<file path="config.mk">
export PLATFORM = sky130hd
export DESIGN_NAME = sawlc_front
export DESIGN_NICKNAME = d
export VERILOG_FILES = /design/src/hw/rtl/set_assoc_writeback_lru_cache_defines.svh /design/src/hw/rtl/sawlc_pkg.sv /design/src/hw/rtl/sawlc_front.sv
export SDC_FILE = /design/constraint.sdc
export NUM_CORES = 1
export LEC_CHECK = 0
export ABC_AREA = 1
export BUFFER_PORTS_ARGS = -buffer_cell sky130_fd_sc_hd__clkbuf_2
export CAP_MARGIN = 20
export CORE_UTILIZATION = 45
export DETAILED_ROUTE_END_ITERATION = 16
export PLACE_DENSITY = 0.75
export SLEW_MARGIN = 10
export SYNTH_ARGS = -nofsm -noshare
export SYNTH_HDL_FRONTEND = slang
export SYNTH_SLANG_ARGS = --single-unit
</file>
<file path="constraint.sdc">
create_clock -name clk_i -period 5.19 [get_ports clk_i]
set_clock_uncertainty 0.15 [all_clocks]
set_input_delay 0 -clock clk_i [delete_from_list [all_inputs] [get_ports clk_i]]
set_output_delay 0 -clock clk_i [all_outputs]
set_load 0.05 [all_outputs]
</file>
<file path="src/hw/rtl/set_assoc_writeback_lru_cache_defines.svh">
`ifndef SET_ASSOC_WRITEBACK_LRU_CACHE_DEFINES_SVH
`define SET_ASSOC_WRITEBACK_LRU_CACHE_DEFINES_SVH

// property checked on every rising clock edge outside reset
`define SAWLC_ASSERT(lbl, prop, msg) \
  lbl: assert property (@(posedge clk_i) disable iff (!rst_ni) prop) else $error(msg);

// condition that must never occur
`define SAWLC_NEVER(lbl, cond, msg) \
  lbl: assert property (@(posedge clk_i) disable iff (!rst_ni) !(cond)) else $error(msg);

`endif

</file>
<file path="src/hw/rtl/sawlc_pkg.sv">
package sawlc_pkg;

  localparam int unsigned WAYS_DEF       = 4;
  localparam int unsigned SETS_DEF       = 256;
  localparam int unsigned LINE_BYTES_DEF = 32;
  localparam int unsigned QDEPTH         = 2;

  localparam logic [1:0] OP_READ  = 2'd0;
  localparam logic [1:0] OP_WRITE = 2'd1;
  localparam logic [1:0] OP_FILL  = 2'd2;
  localparam logic [1:0] OP_NONE  = 2'd3;

  localparam logic [1:0] KIND_RDATA = 2'd0;
  localparam logic [1:0] KIND_WDONE = 2'd1;
  localparam logic [1:0] KIND_WB    = 2'd2;
  localparam logic [1:0] KIND_FREQ  = 2'd3;

  typedef enum logic [2:0] {
    S_CLEAR,
    S_IDLE,
    S_TAG,
    S_RDOUT,
    S_WB,
    S_FREQ,
    S_FILLMETA
  } state_e;

  typedef struct packed {
    logic [1:0]  opcode;
    logic [31:0] address;
    logic [31:0] write_data;
    logic [31:0] fill_data;
  } req_t;

  typedef struct packed {
    logic [1:0]  kind;
    logic [31:0] out_address;
    logic [31:0] out_data;
    logic        was_hit;
    logic        last;
  } res_t;

  typedef struct packed {
    logic valid;
    req_t req;
  } queue_t;

endpackage

</file>
<file path="src/hw/rtl/sawlc_front.sv">
module sawlc_front
  import sawlc_pkg::*;
(
  input  logic   clk_i,
  input  logic   rst_ni,
  input  logic   push_i,
  input  req_t   req_i,
  input  logic   pop_i,
  output queue_t head_o,
  output logic   full_o
);

  localparam int unsigned PW = (QDEPTH > 1) ? $clog2(QDEPTH) : 1;
  localparam int unsigned CW = $clog2(QDEPTH + 1);

  req_t          mem_q [QDEPTH];
  logic [PW-1:0] wr_q, wr_d, rd_q, rd_d;
  logic [CW-1:0] cnt_q, cnt_d;
  logic          do_pop;

  assign full_o      = (cnt_q == CW'(QDEPTH));
  assign head_o.valid = (cnt_q != '0);
  assign head_o.req   = mem_q[rd_q];
  assign do_pop       = pop_i && head_o.valid;

  always_comb begin
    wr_d  = wr_q;
    rd_d  = rd_q;
    cnt_d = cnt_q;
    if (push_i) begin
      wr_d = (wr_q == PW'(QDEPTH - 1)) ? '0 : wr_q + 1'b1;
    end
    if (do_pop) begin
      rd_d = (rd_q == PW'(QDEPTH - 1)) ? '0 : rd_q + 1'b1;
    end
    if (push_i && !do_pop) begin
      cnt_d = cnt_q + 1'b1;
    end else if (!push_i && do_pop) begin
      cnt_d = cnt_q - 1'b1;
    end
  end

  always_ff @(posedge clk_i or negedge rst_ni) begin
    if (!rst_ni) begin
      wr_q  <= '0;
      rd_q  <= '0;
      cnt_q <= '0;
    end else begin
      wr_q  <= wr_d;
      rd_q  <= rd_d;
      cnt_q <= cnt_d;
    end
  end

  always_ff @(posedge clk_i) begin
    if (push_i) begin
      mem_q[wr_q] <= req_i;
    end
  end

endmodule

</file>
### Yosys cells after proc, flatten, opt, wreduce, memory -nomap -nowiden

Memory sizes are Yosys's and may differ from the RTL's.
Cells that the tools add are included.

| storage, ports and cells | value |
|---|---|
| output and inout bits | 100 |
| word-level logic and storage cells | 22 |
| memory bits (read-only) | 0 |
| input bits | 102 |
| bits in writable memories | 196 |
| latch bits | 0 |
| memories kept | 1 |
| bits in registers | 4 |

Memory list:

| memory | depth | width | read ports | clocked after Yosys merged registers in | wr ports | line | RTL |
|---|---|---|---|---|---|---|---|
| mem_q | 2 | 98 | 1 | 0 | 1 | sawlc_front.sv:16 | `req_t mem_q [QDEPTH];` |

| cells by class | value |
|---|---|
| order comparisons | 0 |
| reduce and logical (&&, ||, !) cells | 7 |
| bitwise operators | 0 |
| equality and inequality tests | 1 |
| multiply operators | 0 |
| muxes and demuxes | 6 |
| divide/modulo/power cells | 0 |
| add/sub/neg operators | 4 |
| shift operators | 0 |

Operators by type and width:

| kind | count |
|---|---|
| $mux 1 | 4 |
| $mux 2 | 2 |
| $reduce_bool 2->1 | 2 |
| $logic_and 1x1->1 | 3 |
| $add 1x1->1 const B | 2 |
| $add 2x1->2 const B | 1 |
| $eq 2x2->1 const B | 1 |
| $logic_not 1->1 | 2 |
| $sub 2x1->2 const B | 1 |

### Depth between registers and ports, before layout

| logic depth | value |
|---|---|
| word-level depth | 5 |
| gate-level depth with buffers | 9 |
| depth with buffers taken out | 9 |

### Worst setup path after synthesis

Ideal clock, no wire load.

| timing path | value |
|---|---|
| path kind | reg-to-reg |
| start point | reg wr_q |
| end point | mem mem_q[0][0] (netlist name) (enable) |
| buffers on the path | 0 |
| setup slack | -0.010 ns |
| arrival | 4.491 ns |
| required time | 4.482 ns |
| setup time | 0.558 ns |
| cell stages (with the launch flop) | 2 |
| path through | dfrtp_1 > nor2_1 |

RTL lines:

| element | line | RTL |
|---|---|---|
| start: declaration | sawlc_front.sv:17 | `logic [PW-1:0] wr_q, wr_d, rd_q, rd_d;` |
| start signal: assignment | sawlc_front.sv:49 | `wr_q <= wr_d;` |
| end: declaration | sawlc_front.sv:16 |  |

Straight into the memory's write port.

==> results.toml <==
[status]
status = "finished clean"

[placed_design]
dp_hpwl_um = 8780
io_buffers = 201
place_ws_ns = 2.92
dp.cells = 940
globalplace.congestion = 0.705

[sta]
finalWorstSetupSlack_ns = 2.62
drv_slew = 0
tns_ns = 0
setup_violations = 0
rsz0062_at_grt = "false"
worstMarginPinSlew_ns = 1.05
finalHoldViolations = 0
fmax_mhz = 389
max-slew-margin-rel = 0.302
fin_crit_ns = 2.57
fin_crit_sh = 0.495

[power]
internal_power_mw = 3.33
max-vdd-ir-drop_mv = 0.402
p_per_area_nw_per_um2 = 614
swShare = 0.461
combinationalPowerShare = 0.447
sequentialPowerShare = 0.363
p_switching_mw = 2.85
p_leak_nw = 4.37
clkPwrFrac = 0.189

[final_layout]
n_fill_cell = 1169
area_growth_pct = 37.4
multi_input_area_sq_um = 1200
num_antenna_cells = 0
most-common-layout-cells = "303 x nand2_1, 201 x clkbuf_2, 196 x edfxtp_1"
seqCellArea_sq_um = 5990
drive_gt1_frac = 0.273
final_core_util = 0.634
layout_commonest_cell = "nand2_1"
final_nets = 948
stdcell_count = 1072

[grt]
antenna_found_initial = 0
grt_overflow = 0
grt_max_degree = 100
grt_pass1_wl_um = 22400
grt_use_total = 0.179
grt_pass1_vias = 4784

[synth]
yosysSeqAreaShare = 0.817
ys_seq_elements = 200
synthCells = 539
synth_nets = 642
syn_avg_cell_area_sq_um = 13.6
yosys_warnings = 0
ys_types = 14
synthesis.area_sq_um = 7330

[critical_path]
endpoint_kind = "output pin"
cp.required_ns = 5.04
worstSetupPathType = "register to output pin"
critPathLaunchType = "register"
cp.arrival_ns = 2.42
critPathBufInv = 3
crit_fanout = 43
critPathTopFamily = "buffers and inverters"
worstRegToRegCells = 3
cp_cell_sequence = "buf_4 -> buf_4 -> nand2_1 -> nand2_1 -> clkbuf_2"
r2r_end = "mem_q[1][87]"
slowest_delay_ns = 0.57
r2r_setup_slack_ns = 2.92
cp.depth = 5
r2r_start = "wr_q"
crit_path_top_delay_cell = "dfrtp_4"

[cts]
postCtsSetupBuffers = 0
clock_sinks = 200
insertion_delay_ns = 0.41
cts.htree.levels = 4
cts_max_path_buffers = 2
cts_tree = "yes"
path_clk_slew_ns = 0.06
cts_buffers = 17
hold_buffers = 102
clockRootBuffer = "clkbuf_16"
cts_resized = 0

[worst_hold_path]
holdCritStartpoint = "req_i[83]"
hold_depth = 2
hold_path_end = "mem_q[0][83]"
hp-class = "input port to register"

[detailed_routing]
num_vias = 4988
drc = 0
wl_um = 15100
viasPerCell = 4.65
postRouteAntennaNets = 0
wl_per_cell_um = 14.1
first_pass_iters = 4
first_iter_violations = 253

[die]
core_area_sq_um = 15900
die_x_um = 130
ioPinCount = 202
start_util = 0.461
rows = 46
die_y_um = 130
dieArea_sq_um = 16800

[flow_run]
drv_cap = 0
## registers in the layout, summed over array words and instances, names as in the netlist
| name | flops |
|---|---|
| mem_q | 196 |
| cnt_q | 2 |
| rd_q | 1 |
| wr_q | 1 |
## worst max path at each step
stage	end	slack, ns	startpoint
final	head_o[9]	2.62	rd_q
after global routing	head_o[26]	2.46	rd_q
after CTS	head_o[91]	2.55	rd_q
after detailed placement	mem_q[1][90]	2.92	wr_q
after global placement	mem_q[1][91]	2.95	wr_q
after floorplan	mem_q[0][0]	1.63	wr_q
## synthesized netlist by cell type
cell	n	share of area
inv_4	1	0.00085
nor2_1	2	0.0010
ha_1	1	0.0017
xnor2_1	1	0.0012
buf_2	16	0.011
dfrtp_1	4	0.014
buf_6	2	0.0031
xor2_1	1	0.0012
edfxtp_1	196	0.80
inv_1	6	0.0031
buf_4	3	0.0031
nand2_1	303	0.16
nand4_1	1	0.00085
nand3_1	2	0.0014
## power by group through the flow
stage | Combinational [mW] | Sequential (mW) | Clock [mW]
2_1_floorplan | 2.13 | 2.26 | 0
3_3_place_gp | 2.70 | 2.27 | 0
3_5_place_dp | 2.72 | 2.28 | 0
4_1_cts | 2.79 | 2.25 | 1.20
5_1_grt | 2.95 | 2.27 | 1.26
6_report | 2.77 | 2.25 | 1.17
## cell families (layout without fill, tap and decap cells)
kind of cell	count (synthesis)	after routing	synth area share
XOR/XNOR	2	2	0.00239
AND/OR/NAND/NOR	308	308	0.158
buffers and inverters	28	345	0.0210
flip-flops	200	200	0.817
adder cells (fa/ha/maj)	1	1	0.00171
## layout make-up
| type | instances | area share |
|---|---|---|
| sequential | 200 | 0.595 |
| multi-input combinational | 311 | 0.119 |
| clock buffer | 21 | 0.0437 |
| timing repair buffer | 308 | 0.205 |
| tap | 216 | 0.0268 |
| clock inverter | 9 | 0.00795 |
| inverter | 7 | 0.00310 |
## per-stage QoR
step | power [mW] | cell area [sq um] | hold WS, ns
after floorplan | 4.39 | 7330 | -0.446
after global placement | 4.97 | 8530 | -0.329
after detailed placement | 5.00 | 8530 | -0.329
after CTS | 6.23 | 10100 | 0.137
after global routing | 6.48 | 10100 | 0.152
final | 6.19 | 10100 | 0.156
## per-layer routing
layer / wire, um / global-route usage
met4: 396 / 0.0903
met1: 5890 / 0.191
met2: 8010 / 0.325
met3: 813 / 0.0491
met5: 0 / 0
No activity file was read; power rests on OpenSTA's default activity.
